===== src/sv/qbts_pkg.sv =====
package qbts_pkg;

   // Default sizes of the block.
   localparam int SLOT_COUNT_DEF = 32;
   localparam int MAX_QUADS_DEF  = 8192;
   localparam int ID_BITS_DEF    = 16;

   // Fixed field widths.
   localparam int LIMIT_W    = 14;
   localparam int POS_W      = 18;
   localparam int CSR_ADDR_W = 3;

   // Tiling factor of an untextured quad: 1.0 in Q8.8.
   localparam logic [15:0] TILE_ONE = 16'd256;

   // Command codes of the request channel.
   localparam logic [1:0] CMD_DRAW  = 2'd0;
   localparam logic [1:0] CMD_BEGIN = 2'd1;
   localparam logic [1:0] CMD_END   = 2'd2;

   // Result kinds.
   localparam logic KIND_VERTEX = 1'b0;
   localparam logic KIND_FLUSH  = 1'b1;

   // Register addresses of the configuration port.
   localparam logic [CSR_ADDR_W-1:0] CSR_QUAD_LIMIT_ADDR = 3'd0;

   // Sequencer states.
   typedef enum logic [1:0] {
      ST_IDLE,
      ST_SEARCH,
      ST_EMIT
   } state_type;

   // Control part of the search token that walks the slot chain.
   typedef struct packed {
      logic valid;
      logic hit;
   } link_type;

endpackage


===== src/sv/qbts_slot_cell.sv =====
module qbts_slot_cell
   import qbts_pkg::*;
#(
   parameter int INDEX   = 1,
   parameter int SLOT_W  = 5,
   parameter int NS_W    = 6,
   parameter int ID_BITS = 16
) (
   input  logic               clock,
   input  logic               reset,
   input  link_type           link_in,
   input  logic [ID_BITS-1:0] id_in,
   input  logic [SLOT_W-1:0]  slot_in,
   input  logic [NS_W-1:0]    next_slot,
   input  logic               wr_en,
   input  logic [SLOT_W-1:0]  wr_slot,
   input  logic [ID_BITS-1:0] wr_id,
   output link_type           link_out,
   output logic [ID_BITS-1:0] id_out,
   output logic [SLOT_W-1:0]  slot_out
);

   logic [ID_BITS-1:0] entry_ff;
   link_type           link_ff;
   link_type           link_in_next;
   logic [ID_BITS-1:0] id_ff;
   logic [SLOT_W-1:0]  slot_ff;
   logic [SLOT_W-1:0]  slot_in_next;
   logic               match;

   // This slot is live only below the batch's next free slot.
   assign match = link_in.valid && (NS_W'(INDEX) < next_slot) && (entry_ff == id_in);

   // A later cell overrides an earlier hit, so the highest matching slot wins.
   always_comb begin
      link_in_next.valid = link_in.valid;
      link_in_next.hit   = link_in.hit || match;
      slot_in_next       = match ? SLOT_W'(INDEX) : slot_in;
   end

   // Token control moves one cell per cycle.
   always_ff @(posedge clock) begin
      if (reset) begin
         link_ff <= '0;
      end else begin
         link_ff <= link_in_next;
      end
   end

   // Token payload and the stored texture id.
   always_ff @(posedge clock) begin
      id_ff   <= id_in;
      slot_ff <= slot_in_next;
      if (wr_en && (wr_slot == SLOT_W'(INDEX))) begin
         entry_ff <= wr_id;
      end
   end

   assign link_out = link_ff;
   assign id_out   = id_ff;
   assign slot_out = slot_ff;

endmodule


===== src/sv/quad_batcher_with_texture_slots.sv =====
// Sprite quad batcher with a texture slot table. A draw transaction yields four corner
// vertices, preceded by a flush transaction when the batch is full (quad_limit quads) or
// when a new texture finds every slot taken; begin empties the batch and end flushes a
// non-empty batch without emptying it. The slot table is a chain of SLOT_COUNT-1 cells; a
// textured draw sends its texture id down the chain one cell per cycle. The chain walk
// sets the rate of textured draws, the single result register that of all others. One
// item is worked at a time; the last result of an item may wait in the result register
// while the next item is accepted. Unused command code 3 is accepted and ignored.
module quad_batcher_with_texture_slots
   import qbts_pkg::*;
#(
   parameter int SLOT_COUNT = SLOT_COUNT_DEF,
   parameter int MAX_QUADS  = MAX_QUADS_DEF,
   parameter int ID_BITS    = ID_BITS_DEF
) (
   input  logic                    clock,
   input  logic                    reset,
   // Request channel
   input  logic                    req_valid,
   output logic                    req_stall,
   input  logic [1:0]              req_command,
   input  logic                    req_textured,
   input  logic [15:0]             req_texture_id,
   input  logic [47:0]             req_axis_u,
   input  logic [47:0]             req_axis_v,
   input  logic [47:0]             req_origin,
   input  logic [31:0]             req_tint,
   input  logic [15:0]             req_tiling,
   // Result channel
   output logic                    rsp_valid,
   input  logic                    rsp_stall,
   output logic                    rsp_kind,
   output logic signed [POS_W-1:0] rsp_pos_x,
   output logic signed [POS_W-1:0] rsp_pos_y,
   output logic signed [POS_W-1:0] rsp_pos_z,
   output logic [31:0]             rsp_color,
   output logic                    rsp_tex_u,
   output logic                    rsp_tex_v,
   output logic [4:0]              rsp_slot,
   output logic [15:0]             rsp_tile_out,
   output logic [15:0]             rsp_index_count,
   output logic [5:0]              rsp_slots_used,
   output logic                    rsp_last,
   // Configuration port
   input  logic                    csr_psel,
   input  logic                    csr_penable,
   input  logic                    csr_pwrite,
   input  logic [CSR_ADDR_W-1:0]   csr_paddr,
   input  logic [31:0]             csr_pwdata,
   output logic [31:0]             csr_prdata,
   output logic                    csr_pready
);

   localparam int SLOT_W = $clog2(SLOT_COUNT);
   localparam int NS_W   = $clog2(SLOT_COUNT + 1);
   localparam int CNT_W  = $clog2(MAX_QUADS + 1);
   localparam int CMP_W  = (CNT_W > LIMIT_W) ? CNT_W : LIMIT_W;
   localparam int IC_W   = CNT_W + 16;
   localparam int SU_W   = NS_W + 6;
   localparam int SO_W   = SLOT_W + 5;
   localparam int IDX_W  = ID_BITS + 16;

   // Control state
   state_type          state_ff, state_in;
   logic [LIMIT_W-1:0] quad_limit_ff;
   logic [CNT_W-1:0]   count_ff, count_in;
   logic [NS_W-1:0]    next_slot_ff, next_slot_in;
   logic               flush_pend_ff, flush_pend_in;
   logic               launch_ff, launch_in;
   logic [1:0]         corner_ff, corner_in;
   logic               rsp_valid_ff, rsp_valid_in;

   // Item payload held while it is worked
   logic [CNT_W-1:0]   flush_cnt_ff, flush_cnt_in;
   logic [NS_W-1:0]    flush_slots_ff, flush_slots_in;
   logic               draw_ff, draw_in;
   logic [SLOT_W-1:0]  slot_ff, slot_in;
   logic [15:0]        tile_ff, tile_in;
   logic [47:0]        u_ff, v_ff, o_ff;
   logic [31:0]        tint_ff;
   logic [ID_BITS-1:0] id_ff;

   // Result register
   logic                    rsp_kind_ff, rsp_kind_in;
   logic signed [POS_W-1:0] rsp_pos_ff [3];
   logic signed [POS_W-1:0] rsp_pos_in [3];
   logic [31:0]             rsp_color_ff, rsp_color_in;
   logic                    rsp_tex_u_ff, rsp_tex_u_in;
   logic                    rsp_tex_v_ff, rsp_tex_v_in;
   logic [4:0]              rsp_slot_ff, rsp_slot_in;
   logic [15:0]             rsp_tile_ff, rsp_tile_in;
   logic [15:0]             rsp_index_count_ff, rsp_index_count_in;
   logic [5:0]              rsp_slots_used_ff, rsp_slots_used_in;
   logic                    rsp_last_ff, rsp_last_in;

   // Combinational helpers
   logic               req_fire;
   logic               emit_ok;
   logic               done_load;
   logic               limit_hit;
   logic               table_full;
   logic [CMP_W-1:0]   limit_eff;
   logic [ID_BITS-1:0] req_id;
   logic [IDX_W-1:0]   req_id_ext;
   logic               corner_u, corner_v;
   logic signed [POS_W-1:0] pos_calc [3];
   logic [IC_W-1:0]    index_ext;
   logic [SU_W-1:0]    slots_ext;
   logic [SO_W-1:0]    slot_ext;
   logic               wr_en;
   logic [SLOT_W-1:0]  wr_slot;

   // Slot chain links; link 0 is driven here, link k leaves cell k
   link_type           link [SLOT_COUNT];
   logic [ID_BITS-1:0] link_id [SLOT_COUNT];
   logic [SLOT_W-1:0]  link_slot [SLOT_COUNT];
   link_type           search_done;

   assign req_fire  = req_valid && !req_stall;
   assign req_stall = (state_ff != ST_IDLE);
   assign emit_ok   = !rsp_valid_ff || !rsp_stall;

   // Texture id compared on its low ID_BITS bits.
   assign req_id_ext = IDX_W'(req_texture_id);
   assign req_id     = req_id_ext[ID_BITS-1:0];

   // Batch limit, capped at MAX_QUADS; a limit of zero acts like a limit of one.
   always_comb begin
      if (CMP_W'(quad_limit_ff) > CMP_W'(MAX_QUADS)) begin
         limit_eff = CMP_W'(MAX_QUADS);
      end else begin
         limit_eff = CMP_W'(quad_limit_ff);
      end
      limit_hit  = (CMP_W'(count_ff) >= limit_eff);
      table_full = (next_slot_ff >= NS_W'(SLOT_COUNT));
   end

   // An item is finished when its last result enters the result register.
   assign done_load = emit_ok && (flush_pend_ff ? !draw_ff : (corner_ff == 2'd3));

   // Configuration registers.
   always_ff @(posedge clock) begin
      if (reset) begin
         quad_limit_ff <= LIMIT_W'(MAX_QUADS);
      end else if (csr_psel && csr_penable && csr_pwrite && csr_pready &&
                   (csr_paddr == CSR_QUAD_LIMIT_ADDR)) begin
         quad_limit_ff <= csr_pwdata[LIMIT_W-1:0];
      end
   end

   assign csr_pready = 1'b1;
   assign csr_prdata = (csr_paddr == CSR_QUAD_LIMIT_ADDR) ? 32'(quad_limit_ff) : '0;

   // Slot table chain.
   assign link[0].valid = launch_ff;
   assign link[0].hit   = 1'b0;
   assign link_id[0]    = id_ff;
   assign link_slot[0]  = '0;

   for (genvar k = 1; k < SLOT_COUNT; k++) begin : g_cell
      qbts_slot_cell #(
         .INDEX   (k),
         .SLOT_W  (SLOT_W),
         .NS_W    (NS_W),
         .ID_BITS (ID_BITS)
      ) u_cell (
         .clock     (clock),
         .reset     (reset),
         .link_in   (link[k-1]),
         .id_in     (link_id[k-1]),
         .slot_in   (link_slot[k-1]),
         .next_slot (next_slot_ff),
         .wr_en     (wr_en),
         .wr_slot   (wr_slot),
         .wr_id     (id_ff),
         .link_out  (link[k]),
         .id_out    (link_id[k]),
         .slot_out  (link_slot[k])
      );
   end

   assign search_done = link[SLOT_COUNT-1];

   // A miss claims the next free slot, or slot 1 after the table-full flush.
   assign wr_en   = (state_ff == ST_SEARCH) && search_done.valid && !search_done.hit;
   assign wr_slot = table_full ? SLOT_W'(1) : next_slot_ff[SLOT_W-1:0];

   // Next state of the sequencer.
   always_comb begin
      state_in = state_ff;
      unique case (state_ff)
         ST_IDLE: begin
            if (req_fire && (req_command == CMD_DRAW)) begin
               state_in = req_textured ? ST_SEARCH : ST_EMIT;
            end else if (req_fire && (req_command == CMD_END) && (count_ff != '0)) begin
               state_in = ST_EMIT;
            end
         end
         ST_SEARCH: begin
            if (search_done.valid) begin
               state_in = ST_EMIT;
            end
         end
         ST_EMIT: begin
            if (done_load) begin
               state_in = ST_IDLE;
            end
         end
         default: begin
            state_in = ST_IDLE;
         end
      endcase
   end

   // Batch state and item registers driven by the sequencer.
   always_comb begin
      count_in       = count_ff;
      next_slot_in   = next_slot_ff;
      flush_pend_in  = flush_pend_ff;
      flush_cnt_in   = flush_cnt_ff;
      flush_slots_in = flush_slots_ff;
      launch_in      = 1'b0;
      corner_in      = corner_ff;
      draw_in        = draw_ff;
      slot_in        = slot_ff;
      tile_in        = tile_ff;
      unique case (state_ff)
         ST_IDLE: begin
            if (req_fire) begin
               case (req_command)
                  CMD_DRAW: begin
                     // The limit flush comes first and empties the batch.
                     draw_in        = 1'b1;
                     corner_in      = 2'd0;
                     flush_pend_in  = limit_hit && (count_ff != '0);
                     flush_cnt_in   = count_ff;
                     flush_slots_in = next_slot_ff;
                     if (limit_hit) begin
                        next_slot_in = NS_W'(1);
                     end
                     if (req_textured) begin
                        launch_in = 1'b1;
                        tile_in   = req_tiling;
                        count_in  = limit_hit ? '0 : count_ff;
                     end else begin
                        slot_in  = '0;
                        tile_in  = TILE_ONE;
                        count_in = limit_hit ? CNT_W'(1) : count_ff + CNT_W'(1);
                     end
                  end
                  CMD_BEGIN: begin
                     count_in     = '0;
                     next_slot_in = NS_W'(1);
                  end
                  CMD_END: begin
                     draw_in        = 1'b0;
                     flush_pend_in  = (count_ff != '0);
                     flush_cnt_in   = count_ff;
                     flush_slots_in = next_slot_ff;
                  end
                  default: begin
                  end
               endcase
            end
         end
         ST_SEARCH: begin
            if (search_done.valid) begin
               if (search_done.hit) begin
                  slot_in  = link_slot[SLOT_COUNT-1];
                  count_in = count_ff + CNT_W'(1);
               end else if (table_full) begin
                  // No free slot: flush, then the quad opens a new batch in slot 1.
                  flush_pend_in  = (count_ff != '0);
                  flush_cnt_in   = count_ff;
                  flush_slots_in = next_slot_ff;
                  slot_in        = SLOT_W'(1);
                  next_slot_in   = NS_W'(2);
                  count_in       = CNT_W'(1);
               end else begin
                  slot_in      = next_slot_ff[SLOT_W-1:0];
                  next_slot_in = next_slot_ff + NS_W'(1);
                  count_in     = count_ff + CNT_W'(1);
               end
            end
         end
         ST_EMIT: begin
            if (emit_ok) begin
               if (flush_pend_ff) begin
                  flush_pend_in = 1'b0;
               end else begin
                  corner_in = corner_ff + 2'd1;
               end
            end
         end
         default: begin
         end
      endcase
   end

   // Corner position: 2*origin +- axis_u +- axis_v, exact in Q9.9.
   always_comb begin
      logic signed [POS_W-1:0] o_e, u_e, v_e;
      o_e = '0;
      u_e = '0;
      v_e = '0;
      corner_u = (corner_ff == 2'd1) || (corner_ff == 2'd2);
      corner_v = corner_ff[1];
      for (int k = 0; k < 3; k++) begin
         o_e = POS_W'(signed'(o_ff[16*k +: 16]));
         u_e = POS_W'(signed'(u_ff[16*k +: 16]));
         v_e = POS_W'(signed'(v_ff[16*k +: 16]));
         pos_calc[k] = (o_e <<< 1) + (corner_u ? u_e : -u_e) + (corner_v ? v_e : -v_e);
      end
   end

   // Flush counts and the vertex slot, cut to the result widths.
   assign index_ext = (IC_W'(flush_cnt_ff) << 2) + (IC_W'(flush_cnt_ff) << 1);
   assign slots_ext = SU_W'(flush_slots_ff);
   assign slot_ext  = SO_W'(slot_ff);

   // Next content of the result register.
   always_comb begin
      rsp_valid_in       = rsp_valid_ff && rsp_stall;
      rsp_kind_in        = rsp_kind_ff;
      rsp_pos_in         = rsp_pos_ff;
      rsp_color_in       = rsp_color_ff;
      rsp_tex_u_in       = rsp_tex_u_ff;
      rsp_tex_v_in       = rsp_tex_v_ff;
      rsp_slot_in        = rsp_slot_ff;
      rsp_tile_in        = rsp_tile_ff;
      rsp_index_count_in = rsp_index_count_ff;
      rsp_slots_used_in  = rsp_slots_used_ff;
      rsp_last_in        = rsp_last_ff;
      if ((state_ff == ST_EMIT) && emit_ok) begin
         rsp_valid_in = 1'b1;
         if (flush_pend_ff) begin
            rsp_kind_in        = KIND_FLUSH;
            rsp_pos_in         = '{default: '0};
            rsp_color_in       = '0;
            rsp_tex_u_in       = 1'b0;
            rsp_tex_v_in       = 1'b0;
            rsp_slot_in        = '0;
            rsp_tile_in        = '0;
            rsp_index_count_in = index_ext[15:0];
            rsp_slots_used_in  = slots_ext[5:0];
            rsp_last_in        = !draw_ff;
         end else begin
            rsp_kind_in        = KIND_VERTEX;
            rsp_pos_in         = pos_calc;
            rsp_color_in       = tint_ff;
            rsp_tex_u_in       = corner_u;
            rsp_tex_v_in       = corner_v;
            rsp_slot_in        = slot_ext[4:0];
            rsp_tile_in        = tile_ff;
            rsp_index_count_in = '0;
            rsp_slots_used_in  = '0;
            rsp_last_in        = (corner_ff == 2'd3);
         end
      end
   end

   // Control registers.
   always_ff @(posedge clock) begin
      if (reset) begin
         state_ff      <= ST_IDLE;
         count_ff      <= '0;
         next_slot_ff  <= NS_W'(1);
         flush_pend_ff <= 1'b0;
         launch_ff     <= 1'b0;
         corner_ff     <= 2'd0;
         rsp_valid_ff  <= 1'b0;
      end else begin
         state_ff      <= state_in;
         count_ff      <= count_in;
         next_slot_ff  <= next_slot_in;
         flush_pend_ff <= flush_pend_in;
         launch_ff     <= launch_in;
         corner_ff     <= corner_in;
         rsp_valid_ff  <= rsp_valid_in;
      end
   end

   // Payload registers.
   always_ff @(posedge clock) begin
      flush_cnt_ff       <= flush_cnt_in;
      flush_slots_ff     <= flush_slots_in;
      draw_ff            <= draw_in;
      slot_ff            <= slot_in;
      tile_ff            <= tile_in;
      if (req_fire) begin
         u_ff    <= req_axis_u;
         v_ff    <= req_axis_v;
         o_ff    <= req_origin;
         tint_ff <= req_tint;
         id_ff   <= req_id;
      end
      rsp_kind_ff        <= rsp_kind_in;
      rsp_pos_ff         <= rsp_pos_in;
      rsp_color_ff       <= rsp_color_in;
      rsp_tex_u_ff       <= rsp_tex_u_in;
      rsp_tex_v_ff       <= rsp_tex_v_in;
      rsp_slot_ff        <= rsp_slot_in;
      rsp_tile_ff        <= rsp_tile_in;
      rsp_index_count_ff <= rsp_index_count_in;
      rsp_slots_used_ff  <= rsp_slots_used_in;
      rsp_last_ff        <= rsp_last_in;
   end

   // Result channel outputs.
   assign rsp_valid       = rsp_valid_ff;
   assign rsp_kind        = rsp_kind_ff;
   assign rsp_pos_x       = rsp_pos_ff[0];
   assign rsp_pos_y       = rsp_pos_ff[1];
   assign rsp_pos_z       = rsp_pos_ff[2];
   assign rsp_color       = rsp_color_ff;
   assign rsp_tex_u       = rsp_tex_u_ff;
   assign rsp_tex_v       = rsp_tex_v_ff;
   assign rsp_slot        = rsp_slot_ff;
   assign rsp_tile_out    = rsp_tile_ff;
   assign rsp_index_count = rsp_index_count_ff;
   assign rsp_slots_used  = rsp_slots_used_ff;
   assign rsp_last        = rsp_last_ff;

endmodule


===== config.mk =====
export PLATFORM = sky130hd
export DESIGN_NAME = quad_batcher_with_texture_slots
export DESIGN_NICKNAME = d
export VERILOG_FILES = /design/src/sv/qbts_pkg.sv /design/src/sv/qbts_slot_cell.sv /design/src/sv/quad_batcher_with_texture_slots.sv
export SDC_FILE = /design/constraint.sdc
export NUM_CORES = 2
export LEC_CHECK = 0
export BUFFER_PORTS_ARGS = -buffer_cell sky130_fd_sc_hd__buf_4
export CAP_MARGIN = 20
export CORE_MARGIN = 1.5
export CORE_UTILIZATION = 30
export DETAILED_ROUTE_END_ITERATION = 7
export SLEW_MARGIN = 20
export SYNTH_ARGS = -nofsm -noshare
export SYNTH_HDL_FRONTEND = slang
export SYNTH_SLANG_ARGS = --single-unit

===== constraint.sdc =====
create_clock -name clock -period 11.91 [get_ports clock]
set_clock_uncertainty 0.05 [all_clocks]
set_input_delay 1.191 -clock clock [delete_from_list [all_inputs] [get_ports clock]]
set_output_delay 1.191 -clock clock [all_outputs]
set_load 0.02 [all_outputs]

After elaboration in Yosys (flattened, before gate mapping)
Cells that the tools add are included.
- register bits: 1601
- input bits: 253
- output and inout port bits: 168
- logic and storage cells: 551
- $add $sub $neg: 16
- $lt $le $gt $ge: 34
- equal/unequal tests: 84
- multiplexer cells: 67
- bitwise logic cells: 3
- reduce and logical (&&, ||, !) cells: 163
- operator list (cell ; number):
    == test 16 bit ; 31
    2-to-1 mux 14 bit ; 14
    2-to-1 mux 18 bit ; 6
    negator 16 -> 18 bit ; 6
    logical AND 1 bit ; 106
    < comparator 5 x 6 -> 1 bit (first input constant) ; 16
    one-hot mux 14 bit (2 select lines) ; 3
    == test 5 bit (second input constant) ; 16
    2-to-1 mux 6 bit ; 10
    adder 17 x 18 -> 18 bit ; 3
    adder 18 bit ; 3
    < comparator 4 x 6 -> 1 bit (first input constant) ; 8
    == test 5 x 4 -> 1 bit (second input constant) ; 8
    one-hot mux 6 bit (2 select lines) ; 3
    logical OR 1 bit ; 32
    2-to-1 mux 5 bit ; 6
    < comparator 3 x 6 -> 1 bit (first input constant) ; 4
    == test 5 x 3 -> 1 bit (second input constant) ; 4
    2-to-1 mux 2 bit ; 9
    inequality test 2 bit (second input constant) ; 9
    adder 16 x 15 -> 16 bit ; 1
    AND reduction 5 bit ; 3
    adder 14 x 1 -> 14 bit (second input constant) ; 1
    >= comparator 14 bit ; 1
    other kinds (32) ; 64

Logic depth before layout (Yosys ltp)
- depth after elaboration: 8
- depth in mapped cells: 17
- gate-level depth less buffers: 17

Hierarchy
From an unflattened synthesis, not the netlist that was laid out.
- cells, all modules: 4055
- area, all modules: 58783.9 um^2
- modules (own cells, without submodules) (module ; times used ; cells each ; area each (um^2) ; sequential area each (um^2)):
    quad_batcher_with_texture_slots ; 1 ; 1766 ; 20883.8 ; 11811.3
    qbts_slot_cell (g_cell[11].u_cell ...) ; 2 ; 73 ; 1233.7 ; 940.9
    qbts_slot_cell (g_cell[2].u_cell ...) ; 2 ; 75 ; 1222.4 ; 940.9
    qbts_slot_cell (g_cell[17].u_cell ...) ; 2 ; 74 ; 1219.9 ; 940.9
    qbts_slot_cell (g_cell[12].u_cell ...) ; 2 ; 74 ; 1208.7 ; 940.9
    qbts_slot_cell (g_cell[15].u_cell) ; 1 ; 78 ; 1256.2 ; 940.9
    qbts_slot_cell (g_cell[4].u_cell) ; 1 ; 78 ; 1248.7 ; 940.9
    qbts_slot_cell (g_cell[5].u_cell) ; 1 ; 74 ; 1246.2 ; 940.9
    qbts_slot_cell (g_cell[10].u_cell) ; 1 ; 75 ; 1241.2 ; 940.9
    qbts_slot_cell (g_cell[13].u_cell) ; 1 ; 72 ; 1234.9 ; 940.9
    qbts_slot_cell (g_cell[18].u_cell) ; 1 ; 75 ; 1233.7 ; 940.9
    qbts_slot_cell (g_cell[6].u_cell) ; 1 ; 75 ; 1231.2 ; 940.9
    qbts_slot_cell (g_cell[8].u_cell) ; 1 ; 74 ; 1231.2 ; 940.9
    qbts_slot_cell (g_cell[26].u_cell) ; 1 ; 74 ; 1228.7 ; 940.9
    14 more rows ; n/a ; n/a ; n/a ; n/a

Worst setup path after synthesis
No wires, ideal clock.
- path type: input to register
- start: in req_valid
- end: reg id_ff[0], enable pin
- library setup time: 0.544 ns
- arrival time: 4.984 ns
- data required time: 11.316 ns
- path slack: 6.332 ns
- cell stages on the path: 2
- path buffers: 0
- path through: nand2_1 -> inv_1
- cells in the longest elaborated chain, start to end: 1
- ends and longest elaborated chain (what ; RTL line ; RTL):
    from (decl) ; quad_batcher_with_texture_slots.sv:19 ; input logic req_valid,
    logical AND 1 bit ; quad_batcher_with_texture_slots.sv:119 ; assign req_fire = req_valid && !req_stall;
    net req_fire ; quad_batcher_with_texture_slots.sv:97 ; logic req_fire;
    to (signal assigned) ; quad_batcher_with_texture_slots.sv:395 ; id_ff <= req_id;
    to (decl) ; quad_batcher_with_texture_slots.sv:81 ; logic [ID_BITS-1:0] id_ff;
The timed path passes the listed nets, and every way through them passes these cells.
A chain may end at the register's enable or synchronous reset.

Final worst setup path
- start: reg corner_ff[0]
- end: reg rsp_pos_ff (netlist bit rsp_pos_y[14]) (data pin)
- cells in the longest elaborated chain, start to end: 5
- elaborated cells between the ends (all ways): 6
- classes of those cells: add/sub: 2; eq/ne: 2; mux: 1; reduce/logical: 1
- ends and longest elaborated chain (what ; RTL line ; RTL):
    from (decl) ; quad_batcher_with_texture_slots.sv:70 ; logic [1:0] corner_ff, corner_in;
    from (signal assigned) ; quad_batcher_with_texture_slots.sv:378 ; corner_ff <= corner_in;
    == test 2 x 1 -> 1 bit or == test 2 bit (tied branches) ; quad_batcher_with_texture_slots.sv:306 ; corner_u = (corner_ff == 2'd1) || (corner_ff == 2'd2);
    logical OR 1 bit (*) ; quad_batcher_with_texture_slots.sv:306 ;
    net corner_u ; quad_batcher_with_texture_slots.sv:105 ; logic corner_u, corner_v;
    2-to-1 mux 18 bit (*) ; quad_batcher_with_texture_slots.sv:312 ; pos_calc[k] = (o_e <<< 1) + (corner_u ? u_e : -u_e) + (corner_v ? v_e : -v_e);
    adder 17 x 18 -> 18 bit (*) ; quad_batcher_with_texture_slots.sv:312 ;
    adder 18 bit (*) ; quad_batcher_with_texture_slots.sv:312 ;
    to (signal assigned) ; quad_batcher_with_texture_slots.sv:398 ; rsp_pos_ff <= rsp_pos_in;
    to (decl) ; quad_batcher_with_texture_slots.sv:85 ; logic signed [POS_W-1:0] rsp_pos_ff [3];
Mark *: on every way through the listed nets, which the timed path passes. The rest lies on a longest branch.

==> results.txt <==
Clock slew at the register clock pins of the worst setup and hold paths - 60 ps
Port-buffer cells - 382
CP Cell Sequence - ha_2, buf_4, inv_1, o31a_1, xnor2_1, fa_1, inv_1, ha_1, a211o_1, a2111oi_0, nor2_1, a211oi_1, xor2_1, nor2_1
Vias in the first global route - 31.6k
Rows - 159
Fillcell total - 17.9k
Top-Level Pins - 421
Routed len/inst - 19.7 um
Worst-Margin Slew - 999 ps
Max Cap Violations - 0
Worst path bufs/invs - 3
GRT Residual Overflow - 0
Crit start category - flip-flop
Worst Hold Class - reg2reg
Share of post-route cells with drive strength above 1 - 15.8%
Cells after Synth - 3,944
Ys flop type - edfxtp_1
Met1 GRT Util - 17.9%
First drt pass iteration count - 5
Max incr delay on CP - 670 ps
Clock power frac - 35.3%
Dpl hpwl - 99.5 mm
Final instance area - 0.0678 mm^2
Synthesis-to-layout area growth - 20.0%
RSZ-0062 raised after global routing - false
Crit Path Category - reg2reg
Element type at the critical path end - flip-flop
Residual DRC count - 0
Crit path DAT - 5360 ps
Layout Utilization - 36.2%
Met2 Use GR - 24.8%
Int Power - 9920 uW
# clock sinks - 1,574
Period utilization - 41.2%
CTS tree - built
Top cells by area, synth - edfxtp_1 (46%), dfxtp_1 (25%), xnor2_1 (6.4%), xor2_1 (3.6%), ha_1 (2.0%)
Die ar. - 0.191 mm^2
Final worst setup slack - 7000 ps
Initial antenna violation count - 12
Final setup fails - 0
Comb pwr share - 16.5%
Crit-path max FO - 48
Chip width - 437 um
Met3 usage - 3.05%
Flop pwr share - 48.2%
Gr busiest metal - met2
H-Tree Depth - 4
Avg Cell Area, Syn - 14.3 um^2
Die Span Y - 437 um
Pin count of the biggest net entering global routing - 101
Async set-or-reset flop fraction in the synthesized netlist - 0%
Synth warn - 0
Post_cts resized - 0
Average vias per placed instance - 4.37
CORE AREA - 0.187 mm^2
CTS Buf Count - 151
Synth area leader - edfxtp_1
Placement Setup Slack - 7080 ps
Cell variety after synth - 72
Crit path max-delay family - compound AO/OA/AOI/OAI gates
Layout net count - 4,878
Final Routed Wirelength - 140 mm
RePlAce Congestion - 0.922
Cts hold-fix bufs - 0
Leak Pwr - 0.0251 uW
GRT Overall Usage - 14.5%
Min Tclk post-route - 4910 ps
Req. time, crit path - 12,370 ps
Fin. Hold Viols - 0
Max_slew headroom - 33.1%
Initial DRC count - 1,993
Slew Viols, Final - 0
# Post-CTS Setup Buffers - 0
Yosys top cell area share - 45.8%
Syn Std Cell Area - 0.0565 mm^2
Vias - 31.1k
Placed cell areas - 0.0627 mm^2
VDD IR max - 0.000138 V
First-pass GRT wire length - 205 mm
Root Driver - clkbuf_16
Power density cells - 201 mW/mm^2
Initial Util - 30.1%
Worst path slowest cell - a2111oi_0
Status - finished, final reports clean
Fmax - 204 MHz
Synth top cells by count - edfxtp_1 (862), dfxtp_1 (712), xnor2_1 (414)
Most common cell in the netlist - edfxtp_1
Seq cells post-synth - 1,574
Clock buffer depth - 3
Worst skew pair latency - 790 ps
P_sw - 3700 uW
Switching Fraction - 27.2%
EDFF count, synth - 862
Sequential area share after synthesis - 71.1%
Final setup TNS - 0 ps
Post-DRT Antenna Nets - 0
[per-layer routing]
metal  share of wire, %  wire [um]
met1                 42      58200
met2                 49      68900
met3                6.0       8330
met4                3.2       4450
met5              0.031         43
[kinds of logic after synthesis]
kind of cell | synth area share (%)
simple gates | 8.97
buf+inv | 2.18
xor+xnor | 10.0
other cells | 0.0133
fa+ha+maj | 3.88
compound gates | 3.50
mux | 0.343
flops | 71.1
[layout make-up]
cell class | instances | area [um^2] | area share, %
antenna | 2 | 5.00 | 0.00738
clock buffer | 203 | 4160 | 6.13
clock inverter | 78 | 898 | 1.33
inverter | 227 | 860 | 1.27
multi-input combinational | 2080 | 15200 | 22.5
sequential | 1574 | 40100 | 59.2
tap | 2495 | 3120 | 4.61
timing repair buffer | 447 | 3360 | 4.95
[cell usage in the layout (no fill, tap or decap), types with 16 or more instances in the layout]
cell type / count
edfxtp_1: 862
dfxtp_1: 710
nand2_1: 96
nand4_1: 94
nor4_1: 63
or2_2: 16
buf_4: 447
nor2b_1: 120
a31oi_1: 17
a21o_1: 22
o21a_1: 18
nand3_1: 33
clkbuf_1: 35
and2_1: 94
fa_1: 52
nand2b_1: 81
conb_1: 20
clkinv_2: 30
nor3_1: 63
xnor2_1: 414
o21ai_0: 52
clkbuf_16: 152
nor2_1: 185
inv_1: 225
a21oi_1: 151
mux2i_1: 16
clkbuf_8: 16
xor2_1: 231
ha_1: 91
[registers in the layout, indices dropped and copies added, names as in the netlist, 32 cells and up]
signal / flops
g_cell.u_cell.link_out: 62
g_cell.u_cell.slot_out: 129
o_ff: 48
rsp_color: 32
tint_ff: 32
v_ff: 48
g_cell.u_cell.id_out: 480
g_cell.u_cell.entry_ff: 496
u_ff: 48
[worst paths after layout]
kind                                                  start                          end  slack [ps]  cells after the start
worst min register to register  g_cell[15].u_cell.id_out[4]  g_cell[16].u_cell.id_out[4]         290                      0
worst max-delay path                           corner_ff[0]                rsp_pos_y[14]        7000                     14
worst min-delay path            g_cell[15].u_cell.id_out[4]  g_cell[16].u_cell.id_out[4]         290                      0
worst max register to register                 corner_ff[0]                rsp_pos_y[14]        7000                     14
[power by group through the flow]
stage          sequential [uW]  combinational, uW  clock [uW]
6_report                  6560               2240        4810
5_1_grt                   6600               2490        5120
2_1_floorplan             6780               1320           0
3_5_place_dp              6680               2260           0
3_3_place_gp              6680               2230           0
4_1_cts                   6570               2270        4930
[metrics by stage]
step | cells | hold WS, ps | total power (uW)
6_report | 7106 | 286 | 13600
2_1_floorplan | 3962 | 299 | 8100
3_5_place_dp | 6823 | 304 | 8940
4_1_cts | 7104 | 282 | 13800
5_1_grt | 7105 | 298 | 14200
3_3_place_gp | 6823 | 303 | 8910
(Power assumes the default switching activity.)
